[src/sv/assert_macros.svh]
// Assertion macros for the RTL of the rank filter.
// Needs a clock named clk and an active-low reset named rst_n in the using scope.
`ifndef ASSERT_MACROS_SVH
`define ASSERT_MACROS_SVH
`ifndef SYNTHESIS
`define SRF_ASSERT(label, prop) \
  label: assert property (@(posedge clk) disable iff (!rst_n) prop) \
    else $error("assertion failed");
`define SRF_NEVER(label, expr) \
  label: assert property (@(posedge clk) disable iff (!rst_n) !(expr)) \
    else $error("forbidden condition seen");
`else
`define SRF_ASSERT(label, prop)
`define SRF_NEVER(label, expr)
`endif
`endif

[src/sv/srf_pkg.sv]
// Shared types and codes for the sliding window rank filter.
// No dependencies.
`timescale 1ns / 1ps
package srf_pkg;

  localparam int CFG_IDX_W = 1;
  localparam int CFG_DATA_W = 5;
  localparam int COUNT_W = 5;
  localparam logic [COUNT_W-1:0] COUNT_SAT = 5'd31;

  typedef enum logic [CFG_IDX_W-1:0] {
    CFG_WINDOW_SIZE = 1'b0,
    CFG_MODE        = 1'b1
  } cfg_idx_t;

  typedef enum logic [1:0] {
    MODE_MIN    = 2'd0,
    MODE_MAX    = 2'd1,
    MODE_AVG    = 2'd2,
    MODE_MEDIAN = 2'd3
  } mode_t;

  typedef enum logic [2:0] {
    S_IDLE,
    S_SHIFT,
    S_LOAD,
    S_SCAN,
    S_DSTART,
    S_DWAIT,
    S_EMIT
  } state_t;

  typedef struct packed {
    logic clear;
    logic shift;
    logic load;
    logic scan;
  } cell_ctrl_t;

endpackage

[src/sv/srf_if.sv]
// Stream interfaces for the rank filter: sample input and filtered output.
// Uses no package.
`timescale 1ns / 1ps
interface srf_in_if #(parameter int SAMPLE_BITS = 16);
  logic                          valid;
  logic                          ready;
  logic signed [SAMPLE_BITS-1:0] sample;
  logic                          last_in;
  modport source (output valid, sample, last_in, input ready);
  modport sink   (input valid, sample, last_in, output ready);
endinterface

interface srf_out_if #(parameter int SAMPLE_BITS = 16);
  logic                          valid;
  logic                          ready;
  logic signed [SAMPLE_BITS-1:0] value;
  logic                          last_out;
  modport source (output valid, value, last_out, input ready);
  modport sink   (input valid, value, last_out, output ready);
endinterface

[src/sv/srf_cell.sv]
// One cell of the window chain: holds a line sample, a rotating copy for the
// rank scan, and its rank counters. Depends on srf_pkg.
`timescale 1ns / 1ps
module srf_cell #(
  parameter int SAMPLE_BITS = 16,
  parameter int WIN_W = 5
) (
  input  logic                          clk,
  input  logic                          rst_n,
  input  srf_pkg::cell_ctrl_t           ctrl,
  input  logic                          active,
  input  logic signed [SAMPLE_BITS-1:0] line_in,
  input  logic signed [SAMPLE_BITS-1:0] rot_in,
  input  logic signed [SAMPLE_BITS-1:0] bcast,
  input  logic [WIN_W-1:0]              rank,
  output logic signed [SAMPLE_BITS-1:0] key,
  output logic signed [SAMPLE_BITS-1:0] rot,
  output logic signed [SAMPLE_BITS-1:0] sel
);

  logic signed [SAMPLE_BITS-1:0] key_r, rot_r;
  logic [WIN_W-1:0] less_r, eq_r;
  logic [WIN_W:0]   upper;
  logic             match;

  always_ff @(posedge clk) begin
    if (!rst_n || ctrl.clear) begin
      key_r <= '0;
    end else if (ctrl.shift) begin
      key_r <= line_in;
    end
  end

  always_ff @(posedge clk) begin
    if (ctrl.load) begin
      rot_r  <= key_r;
      less_r <= '0;
      eq_r   <= '0;
    end else if (ctrl.scan) begin
      rot_r <= rot_in;
      if (active && (bcast < key_r)) less_r <= less_r + 1'b1;
      if (active && (bcast == key_r)) eq_r <= eq_r + 1'b1;
    end
  end

  // this cell's value sits at sorted places less .. less+eq-1
  assign upper = {1'b0, less_r} + {1'b0, eq_r};
  assign match = active && (less_r <= rank) && ({1'b0, rank} < upper);
  assign key   = key_r;
  assign rot   = rot_r;
  assign sel   = match ? key_r : '0;

endmodule

[src/sv/srf_div.sv]
// Restoring divider, one quotient bit per cycle, for the window average.
// Depends on nothing.
`timescale 1ns / 1ps
module srf_div #(
  parameter int SUM_W = 21,
  parameter int WIN_W = 5
) (
  input  logic             clk,
  input  logic             rst_n,
  input  logic             start,
  input  logic [SUM_W-1:0] dividend,
  input  logic [WIN_W-1:0] divisor,
  output logic             busy,
  output logic [SUM_W-1:0] quotient
);

  localparam int CNT_W = $clog2(SUM_W + 1);

  logic             busy_r;
  logic [CNT_W-1:0] cnt_r;
  logic [WIN_W-1:0] rem_r;
  logic [SUM_W-1:0] quot_r;
  logic [WIN_W:0]   rem_sh, rem_sub;
  logic             ge;

  assign rem_sh  = {rem_r, quot_r[SUM_W-1]};
  assign ge      = rem_sh >= {1'b0, divisor};
  assign rem_sub = rem_sh - {1'b0, divisor};

  always_ff @(posedge clk) begin
    if (!rst_n) begin
      busy_r <= 1'b0;
    end else if (start) begin
      busy_r <= 1'b1;
    end else if (busy_r && cnt_r == CNT_W'(SUM_W - 1)) begin
      busy_r <= 1'b0;
    end
  end

  always_ff @(posedge clk) begin
    if (start) begin
      cnt_r  <= '0;
      rem_r  <= '0;
      quot_r <= dividend;
    end else if (busy_r) begin
      cnt_r  <= cnt_r + 1'b1;
      rem_r  <= ge ? rem_sub[WIN_W-1:0] : rem_sh[WIN_W-1:0];
      quot_r <= {quot_r[SUM_W-2:0], ge};
    end
  end

  assign busy     = busy_r;
  assign quotient = quot_r;

endmodule

[src/sv/sliding_window_rank_filter_unit.sv]
// Sliding window rank filter: minimum, maximum, average or median over a
// centered odd window of w samples, zero padded at both array ends. A sample
// that yields no result is taken in idle; one that yields a result holds the
// input through load, rank scan and emit, with divider start and wait before
// emit for average. Each flushed position at array end adds a shift and the
// same steps. The scan streams the w window samples one per cycle past the
// cells; the average adds a bit-serial divider of SUM_W = SAMPLE_BITS +
// clog2(MAX_WINDOW+1) bits. Depends on srf_pkg, srf_if, srf_cell and srf_div.
`timescale 1ns / 1ps
`include "assert_macros.svh"
module sliding_window_rank_filter_unit #(
  parameter int MAX_WINDOW = 31,
  parameter int SAMPLE_BITS = 16
) (
  input  logic                             clk,
  input  logic                             rst_n,
  srf_in_if.sink                           in_ch,
  srf_out_if.source                        out_ch,
  input  logic                             cfg_we,
  input  logic [srf_pkg::CFG_IDX_W-1:0]    cfg_index,
  input  logic [srf_pkg::CFG_DATA_W-1:0]   cfg_wdata
);

  localparam int WIN_W = $clog2(MAX_WINDOW + 1);
  localparam int CW = (WIN_W > srf_pkg::COUNT_W) ? WIN_W : srf_pkg::COUNT_W;
  localparam int TOP_WIN = (MAX_WINDOW % 2 == 1) ? MAX_WINDOW : MAX_WINDOW - 1;
  localparam int SUM_W = SAMPLE_BITS + WIN_W;

  srf_pkg::state_t state_r, state_nxt;
  logic [4:0] ws_r;
  srf_pkg::mode_t mode_r;
  logic [srf_pkg::COUNT_W-1:0] seen_r, seen_nxt;
  logic [WIN_W-1:0] pend_r, pend_nxt, cnt_r, cnt_nxt;
  logic flush_r, flush_nxt, last_r, last_nxt;
  logic signed [SUM_W-1:0] acc_r, acc_nxt;
  logic out_valid_r;
  logic signed [SAMPLE_BITS-1:0] out_value_r;
  logic out_last_r;

  logic [CW-1:0] w_c, seen_c, seen_inc_c, h_c;
  logic [WIN_W-1:0] w_eff, h, rank;
  srf_pkg::cell_ctrl_t ctrl;
  logic signed [SAMPLE_BITS-1:0] shift_val, bcast, sel_or, result;
  logic signed [SAMPLE_BITS-1:0] keys [MAX_WINDOW];
  logic signed [SAMPLE_BITS-1:0] rots [MAX_WINDOW];
  logic signed [SAMPLE_BITS-1:0] sels [MAX_WINDOW];
  logic in_fire, out_load, div_start, div_busy, acc_neg;
  logic [SUM_W-1:0] acc_abs, quot, mean_u;

  // effective window: forced odd, at least 3, at most the largest odd <= MAX
  always_comb begin
    w_c = CW'(ws_r) | CW'(1);
    if (w_c < CW'(3)) w_c = CW'(3);
    if (w_c > CW'(TOP_WIN)) w_c = CW'(TOP_WIN);
  end
  assign w_eff = w_c[WIN_W-1:0];
  assign h     = w_eff >> 1;
  assign h_c   = CW'(h);
  assign seen_c = CW'(seen_r);
  assign seen_inc_c = CW'(seen_nxt);

  always_ff @(posedge clk) begin
    if (!rst_n) begin
      ws_r   <= 5'd3;
      mode_r <= srf_pkg::MODE_MIN;
    end else if (cfg_we) begin
      unique case (cfg_index)
        srf_pkg::CFG_WINDOW_SIZE: ws_r <= cfg_wdata[4:0];
        srf_pkg::CFG_MODE:        mode_r <= srf_pkg::mode_t'(cfg_wdata[1:0]);
        default: ;
      endcase
    end
  end

  always_comb begin
    unique case (mode_r)
      srf_pkg::MODE_MIN: rank = '0;
      srf_pkg::MODE_MAX: rank = w_eff - 1'b1;
      default:           rank = h;
    endcase
  end

  // cell chain: line shifts toward higher index, scan copy toward index 0
  assign bcast = rots[0];
  for (genvar i = 0; i < MAX_WINDOW; i++) begin : g_cell
    logic signed [SAMPLE_BITS-1:0] lin, rin;
    if (i == 0) begin : g_head
      assign lin = shift_val;
    end else begin : g_body
      assign lin = keys[i-1];
    end
    if (i == MAX_WINDOW - 1) begin : g_tail
      assign rin = '0;
    end else begin : g_mid
      assign rin = rots[i+1];
    end
    srf_cell #(.SAMPLE_BITS(SAMPLE_BITS), .WIN_W(WIN_W)) u_cell (
      .clk(clk), .rst_n(rst_n), .ctrl(ctrl), .active(WIN_W'(i) < w_eff),
      .line_in(lin), .rot_in(rin), .bcast(bcast), .rank(rank),
      .key(keys[i]), .rot(rots[i]), .sel(sels[i])
    );
  end

  // all matching cells hold the same value, so OR picks it
  always_comb begin
    sel_or = '0;
    for (int i = 0; i < MAX_WINDOW; i++) sel_or = sel_or | sels[i];
  end

  assign acc_neg = acc_r[SUM_W-1];
  assign acc_abs = acc_neg ? SUM_W'(-acc_r) : SUM_W'(acc_r);

  srf_div #(.SUM_W(SUM_W), .WIN_W(WIN_W)) u_div (
    .clk(clk), .rst_n(rst_n), .start(div_start), .dividend(acc_abs),
    .divisor(w_eff), .busy(div_busy), .quotient(quot)
  );

  assign mean_u = acc_neg ? (~quot + 1'b1) : quot;
  assign result = (mode_r == srf_pkg::MODE_AVG) ? mean_u[SAMPLE_BITS-1:0] : sel_or;

  assign in_fire  = in_ch.valid && in_ch.ready;
  assign out_load = (state_r == srf_pkg::S_EMIT) && (!out_valid_r || out_ch.ready);
  assign in_ch.ready = (state_r == srf_pkg::S_IDLE);

  always_comb begin
    state_nxt = state_r;
    seen_nxt  = seen_r;
    pend_nxt  = pend_r;
    flush_nxt = flush_r;
    last_nxt  = last_r;
    cnt_nxt   = cnt_r;
    acc_nxt   = acc_r;
    ctrl      = '0;
    shift_val = '0;
    div_start = 1'b0;
    unique case (state_r)
      srf_pkg::S_IDLE: begin
        if (in_fire) begin
          ctrl.shift = 1'b1;
          shift_val  = in_ch.sample;
          seen_nxt   = (seen_r == srf_pkg::COUNT_SAT) ? seen_r : seen_r + 1'b1;
          pend_nxt   = (seen_inc_c < h_c) ? WIN_W'(seen_inc_c) : h;
          last_nxt   = in_ch.last_in;
          if (seen_c >= h_c) begin
            state_nxt = srf_pkg::S_LOAD;
          end else if (in_ch.last_in) begin
            flush_nxt = 1'b1;
            state_nxt = srf_pkg::S_SHIFT;
          end
        end
      end
      srf_pkg::S_SHIFT: begin
        ctrl.shift = 1'b1;
        pend_nxt   = pend_r - 1'b1;
        state_nxt  = srf_pkg::S_LOAD;
      end
      srf_pkg::S_LOAD: begin
        ctrl.load = 1'b1;
        acc_nxt   = '0;
        cnt_nxt   = '0;
        state_nxt = srf_pkg::S_SCAN;
      end
      srf_pkg::S_SCAN: begin
        ctrl.scan = 1'b1;
        acc_nxt   = acc_r + SUM_W'(bcast);
        cnt_nxt   = cnt_r + 1'b1;
        if (cnt_r == w_eff - 1'b1) begin
          state_nxt = (mode_r == srf_pkg::MODE_AVG) ? srf_pkg::S_DSTART : srf_pkg::S_EMIT;
        end
      end
      srf_pkg::S_DSTART: begin
        div_start = 1'b1;
        state_nxt = srf_pkg::S_DWAIT;
      end
      srf_pkg::S_DWAIT: begin
        if (!div_busy) state_nxt = srf_pkg::S_EMIT;
      end
      srf_pkg::S_EMIT: begin
        if (out_load) begin
          if (flush_r) begin
            if (pend_r == '0) begin
              ctrl.clear = 1'b1;
              seen_nxt   = '0;
              flush_nxt  = 1'b0;
              state_nxt  = srf_pkg::S_IDLE;
            end else begin
              state_nxt = srf_pkg::S_SHIFT;
            end
          end else if (last_r) begin
            flush_nxt = 1'b1;
            state_nxt = srf_pkg::S_SHIFT;
          end else begin
            state_nxt = srf_pkg::S_IDLE;
          end
        end
      end
      default: state_nxt = srf_pkg::S_IDLE;
    endcase
  end

  always_ff @(posedge clk) begin
    if (!rst_n) begin
      state_r <= srf_pkg::S_IDLE;
      seen_r  <= '0;
      pend_r  <= '0;
      flush_r <= 1'b0;
      last_r  <= 1'b0;
    end else begin
      state_r <= state_nxt;
      seen_r  <= seen_nxt;
      pend_r  <= pend_nxt;
      flush_r <= flush_nxt;
      last_r  <= last_nxt;
    end
  end

  always_ff @(posedge clk) begin
    cnt_r <= cnt_nxt;
    acc_r <= acc_nxt;
  end

  always_ff @(posedge clk) begin
    if (!rst_n) begin
      out_valid_r <= 1'b0;
    end else if (out_load) begin
      out_valid_r <= 1'b1;
    end else if (out_ch.ready) begin
      out_valid_r <= 1'b0;
    end
  end

  always_ff @(posedge clk) begin
    if (out_load) begin
      out_value_r <= result;
      out_last_r  <= flush_r && (pend_r == '0);
    end
  end

  assign out_ch.valid    = out_valid_r;
  assign out_ch.value    = out_value_r;
  assign out_ch.last_out = out_last_r;

  `SRF_NEVER(a_scan_range, state_r == srf_pkg::S_SCAN && cnt_r >= w_eff)
  `SRF_ASSERT(a_div_runs, state_r == srf_pkg::S_DSTART |=> div_busy)
  `SRF_NEVER(a_idle_div, state_r == srf_pkg::S_IDLE && div_busy)
  `SRF_ASSERT(a_array_clear, out_load && flush_r && pend_r == '0 |=> seen_r == '0)

endmodule

[src/flat_wrapper.sv]
// flat-port wrapper written by rule: the top's interface ports become plain ports
module sliding_window_rank_filter_unit_flat 
#(
  parameter int MAX_WINDOW = 31,
  parameter int SAMPLE_BITS = 16
)
  (clk, rst_n, cfg_we, cfg_index, cfg_wdata, in_ch_valid, in_ch_sample, in_ch_last_in, in_ch_ready, out_ch_valid, out_ch_value, out_ch_last_out, out_ch_ready);
  srf_in_if #(.SAMPLE_BITS(SAMPLE_BITS)) in_ch_i ();
  srf_out_if #(.SAMPLE_BITS(SAMPLE_BITS)) out_ch_i ();
  input  logic clk;
  input  logic rst_n;
  input  logic cfg_we;
  input  logic [srf_pkg::CFG_IDX_W-1:0] cfg_index;
  input  logic [srf_pkg::CFG_DATA_W-1:0] cfg_wdata;
  input wire logic [$bits(in_ch_i.valid)-1:0] in_ch_valid;
  input wire logic [$bits(in_ch_i.sample)-1:0] in_ch_sample;
  input wire logic [$bits(in_ch_i.last_in)-1:0] in_ch_last_in;
  output wire logic [$bits(in_ch_i.ready)-1:0] in_ch_ready;
  output wire logic [$bits(out_ch_i.valid)-1:0] out_ch_valid;
  output wire logic [$bits(out_ch_i.value)-1:0] out_ch_value;
  output wire logic [$bits(out_ch_i.last_out)-1:0] out_ch_last_out;
  input wire logic [$bits(out_ch_i.ready)-1:0] out_ch_ready;
  assign in_ch_i.valid = in_ch_valid;
  assign in_ch_i.sample = in_ch_sample;
  assign in_ch_i.last_in = in_ch_last_in;
  assign in_ch_ready = in_ch_i.ready;
  assign out_ch_valid = out_ch_i.valid;
  assign out_ch_value = out_ch_i.value;
  assign out_ch_last_out = out_ch_i.last_out;
  assign out_ch_i.ready = out_ch_ready;
  sliding_window_rank_filter_unit #(.MAX_WINDOW(MAX_WINDOW), .SAMPLE_BITS(SAMPLE_BITS)) u_core (.clk(clk), .rst_n(rst_n), .in_ch(in_ch_i), .out_ch(out_ch_i), .cfg_we(cfg_we), .cfg_index(cfg_index), .cfg_wdata(cfg_wdata));
endmodule
[config.mk]
export PLATFORM = sky130hd
export DESIGN_NAME = sliding_window_rank_filter_unit_flat
export DESIGN_NICKNAME = d
export VERILOG_FILES = /design/src/sv/srf_pkg.sv /design/src/sv/srf_if.sv /design/src/sv/srf_cell.sv /design/src/sv/srf_div.sv /design/src/sv/sliding_window_rank_filter_unit.sv /design/src/flat_wrapper.sv
export VERILOG_INCLUDE_DIRS = /design/src /design/src/sv
export SDC_FILE = /design/constraint.sdc
export NUM_CORES = 2
export LEC_CHECK = 0
export ABC_AREA = 1
export BUFFER_PORTS_ARGS = -buffer_cell sky130_fd_sc_hd__buf_2
export CAP_MARGIN = 0
export CELL_PAD_IN_SITES_DETAIL_PLACEMENT = 0
export CELL_PAD_IN_SITES_GLOBAL_PLACEMENT = 2
export CORE_MARGIN = 2
export CORE_UTILIZATION = 35
export DETAILED_ROUTE_END_ITERATION = 8
export PLACE_DENSITY = 0.77
export SYNTH_ARGS = -nofsm -noshare
export SYNTH_HDL_FRONTEND = slang
export SYNTH_SLANG_ARGS = --single-unit
[constraint.sdc]
create_clock -name clk -period 28.6 [get_ports clk]
set_input_delay 4.29 -clock clk [delete_from_list [all_inputs] [get_ports clk]]
set_output_delay 4.29 -clock clk [all_outputs]
set_load 0.01 [all_outputs]
==> metrics.md <==
| Metric | Value |
|---|---|
| Die H | 503.0 um |
| Leakage power | 39.78 nW |
| Global-route wire length before repair | 527.4 mm |
| HPWL after DPL | 272.2 mm |
| Sw Pwr | 3.561 mW |
| Total Wirelength | 369.0 mm |
| Ys Warns | 0 |
| Routing usage on met3 | 4.634% |
| Clock power frac | 28.2% |
| Yosys cell types | 61 |
| Cell Area, Synth | 87160 um2 |
| Gate Count Post-Synth | 11.22k |
| Vias in the first global route | 74.22k |
| Port Buf Inserts | 46 |
| Pin count of the biggest net entering global routing | 185 |
| Layout cell share with drive strength beyond 1 | 5.171% |
| Comb pwr share | 38.6% |
| #FFs+latches synth | 1399 |
| Routed wire length per instance | 25.23 um |
| Critical Path RT | 29360 ps |
| Multi-input gate area | 47150 um2 |
| Num rows | 183 |
| Met2 Usage GRT | 42.72% |
| Simple-Gate Fraction of Synth Area | 23.34% |
| Register Area | 33610 um2 |
| Fmax | 0.1216 GHz |
| Vias | 80.05k |
| Max-slew violations | 0 |
| Largest family of logic cells by synthesized area | simple AND/OR/NAND/NOR gates |
| TritonCTS Buffers | 173 |
| Gpl congestion | 0.9729 |
| Status | complete, no violations |
| Core Area | 248200 um2 |
| Initial Util | 35.12% |
| Main synth FF type | dfxtp_1 |
| Worst skew pair latency | 870 ps |
| Worst Clk Skew | 38.71 ps |
| Setup_tns | 0 ps |
| Largest cells by area after synthesis | edfxtp_1 (19%), dfxtp_1 (19%), ha_1 (14%) |
| Critical setup path kind | input pin to flip-flop |
| Fillers | 25.69k |
| RSZ-0062 raised after global routing | no |
| Antenna violation net count after detailed routing | 0 |
| Syn nets | 12.28k |
| DRC Markers | 0 |
| Final setup viols | 0 |
| Slew HR | 13.78% |
| Power per cell area | 84.97 nW/um2 |
| Fin area | 96820 um2 |
| Syn avg cell area | 7.772 um2 |
| Sequential Power Share | 33.2% |
| Layout area overhead | 11.08% |
| Grt peak-use layer | met2 |
| Switching Fraction | 43.28% |
| CTS sink cnt | 1399 |
| Met1 Use GR | 41.01% |
| Fin crit share | 28.75% |
| Asr flop ratio synth | 0% |
| Adder-Cell Fraction of Synth Area | 15.11% |
| Hold Slack | 460.2 ps |
| Vias per cell | 5.473 |
| Post-synth EDFFs | 560 |
| Worst hold path type | flip-flop to flip-flop |
| First DRT Iteration DRCs | 8482 |
| Hold_buf cts | 0 |
| Clock Path Buffers | 3 |
| Fraction of synthesized area in multiplexers | 0% |
| Synth Area in XOR/XNOR | 2.170% |
| Arrival @ worst endpoint | 8990 ps |
| Max-Cap Viols | 0 |
| Post-layout nets | 12.20k |
| Final Hold Vio Count | 0 |
| H-tree depth | 4 |
| DRT Pass-1 Iters | 6 |
| CTS tree | built |
| Clock-pin slew on the worst setup and hold paths | 60 ps |
| CP endpoint kind | flip-flop |
| Overflow after GRT | 0 |
| Post-CTS setup buffer count | 0 |
| Synth Area in Compound Gates | 13.36% |
| Die W | 503.0 um |
| DP Area | 90950 um2 |
| Die area | 253000 um2 |
| Internal power | 4.666 mW |
| Post_cts resized | 0 |
| Max IR drop VDD | 0.00008406 V |
| CTS root buf | clkbuf_16 |
| Top-area cell type share of the netlist area | 19.29% |
| Final Critical Period | 8223 ps |
| Sequential share of the synthesized area | 38.56% |
| Area leader, netlist | edfxtp_1 |
| Max FO, Critical Path | 184 |
| Worst-margin pin slew | 1289 ps |
| Initial antenna violation count | 22 |
| I/O pin count | 47 |
| CP Launch Type | input pin |
| Total Routing Usage GR | 28.49% |
-- metrics by stage --
step / total power [mW] / setup WS (ps) / utilization [%] / std cells
2_1_floorplan: 4.897 / 15020 / - / 11220
3_3_place_gp: 5.851 / 19570 / 36.64 / 14300
3_5_place_dp: 5.888 / 19470 / 36.64 / 14300
4_1_cts: 8.216 / 20380 / 39.00 / 14620
5_1_grt: 8.657 / 20150 / 39.01 / 14620
6_report: 8.226 / 20380 / 39.01 / 14630
-- layout by cell type, fill, tap and decap left out, drive strengths merged, types with 59 or more instances in the layout --
master  count
nand3     404
edfxtp    560
o21ai     805
xnor2     129
clkbuf    247
ha       1000
nand4     604
inv      1245
nor3      101
clkinv     59
buf       187
nand2    2926
nor2      559
a21oi    1114
dfxtp     839
xor2       87
-- synth_stat cells (6+ instances only) --
library cell and n:
o22ai_1 8, buf_2 78, o21ai_0 793, nand2_1 2914, clkbuf_1 314, nand4_1 604
a21o_1 48, buf_4 14, or2_2 20, o211ai_1 16, a21oi_1 1080, a21oi_2 31
xor2_1 87, a21boi_0 24, nand3_1 402, inv_1 1226, xnor2_1 129, o21ai_1 11
o21bai_1 19, a31oi_1 38, nand3b_1 13, inv_2 15, buf_1 23, o21a_1 30
nand2_2 7, o2111ai_1 6, dfxtp_1 839, nor3_1 99, nor4_1 51, a211oi_1 17
edfxtp_1 560, ha_1 1000, buf_6 6, nor3b_1 23, a221oi_1 17, nor2_1 553
fa_1 33
-- path summary, 6_finish.rpt --
path,from,end,slack (ps),cells after the start
hold / removal,u_core.g_cell[7].u_cell.eq_r[4],u_core.g_cell[7].u_cell.eq_r[4],460,1
setup / recovery,in_ch_valid,u_core.g_cell[6].u_cell.key[6],20380,10
setup reg to reg,u_core.ws_r[4],u_core.out_ch.value[10],21730,17
hold reg to reg,u_core.g_cell[7].u_cell.eq_r[4],u_core.g_cell[7].u_cell.eq_r[4],460,1
-- area by class of cell --
cell class / count / area share (%)
diodes: 4 / 0.01034
clock buffers: 247 / 5.172
clock inverters: 79 / 0.8762
inverters: 1244 / 4.841
multi-input cells: 8137 / 48.70
flip-flops and latches: 1399 / 34.72
well taps: 3330 / 4.303
repair buffers: 187 / 1.383
-- power groups by stage --
| stage | combinational, mW | sequential [mW] | clock (mW) |
|---|---|---|---|
| after global routing | 3.46 | 2.76 | 2.43 |
| after detailed placement | 3.12 | 2.77 | 0 |
| after CTS | 3.14 | 2.73 | 2.35 |
| final | 3.17 | 2.73 | 2.32 |
| after global placement | 3.09 | 2.76 | 0 |
| after floorplan | 1.93 | 2.96 | 0 |
-- state kept, by name, indices dropped and copies added, names as in the netlist --
| register | cells |
|---|---|
| u_core.u_div.rem_r | 5 |
| u_core.u_div.busy | 1 |
| u_core.g_cell.u_cell.rot | 496 |
| u_core.cnt_r | 5 |
| u_core.out_ch.valid | 1 |
| u_core.flush_r | 1 |
| u_core.out_ch.value | 16 |
| u_core.last_r | 1 |
| u_core.u_div.quotient | 21 |
| u_core.g_cell.u_cell.eq_r | 155 |
| u_core.acc_r | 21 |
| u_core.seen_c | 5 |
| u_core.g_cell.u_cell.key | 496 |
| u_core.g_cell.u_cell.less_r | 155 |
| u_core.u_div.cnt_r | 5 |
| u_core.pend_r | 5 |
| u_core.mode_r | 2 |
| u_core.out_ch.last_out | 1 |
| u_core.state_r | 3 |
| u_core.ws_r | 4 |
-- logic make-up (layout without fill, tap and decap cells) --
kind of cell	Yosys count	after routing
and+or+nand+nor	4718	4718
AOI/OAI and AO/OA	2170	2170
buffers and inverters	1679	1757
DFF	1399	1399
adders and majority gates	1033	1033
xor gates and xnor gates	216	216
other	0	4
-- per-layer routing --
layer	routed length, um	part of all wire (%)	vias up
met2	157400	43	2866
met4	14280	3.9	10
met5	65	0.018	-
met3	26520	7.2	487
met1	170700	46	38640
li1	-	-	38050
-- critical path: stages --
cell	delay, ps
buf_2	170
nand2_1	130
inv_1	690
nor2_4	90
inv_8	530
buf_12	640
buf_4	900
buf_4	930
nand2_1	130
a21oi_1	160
Power figures use the tool's default switching activity.
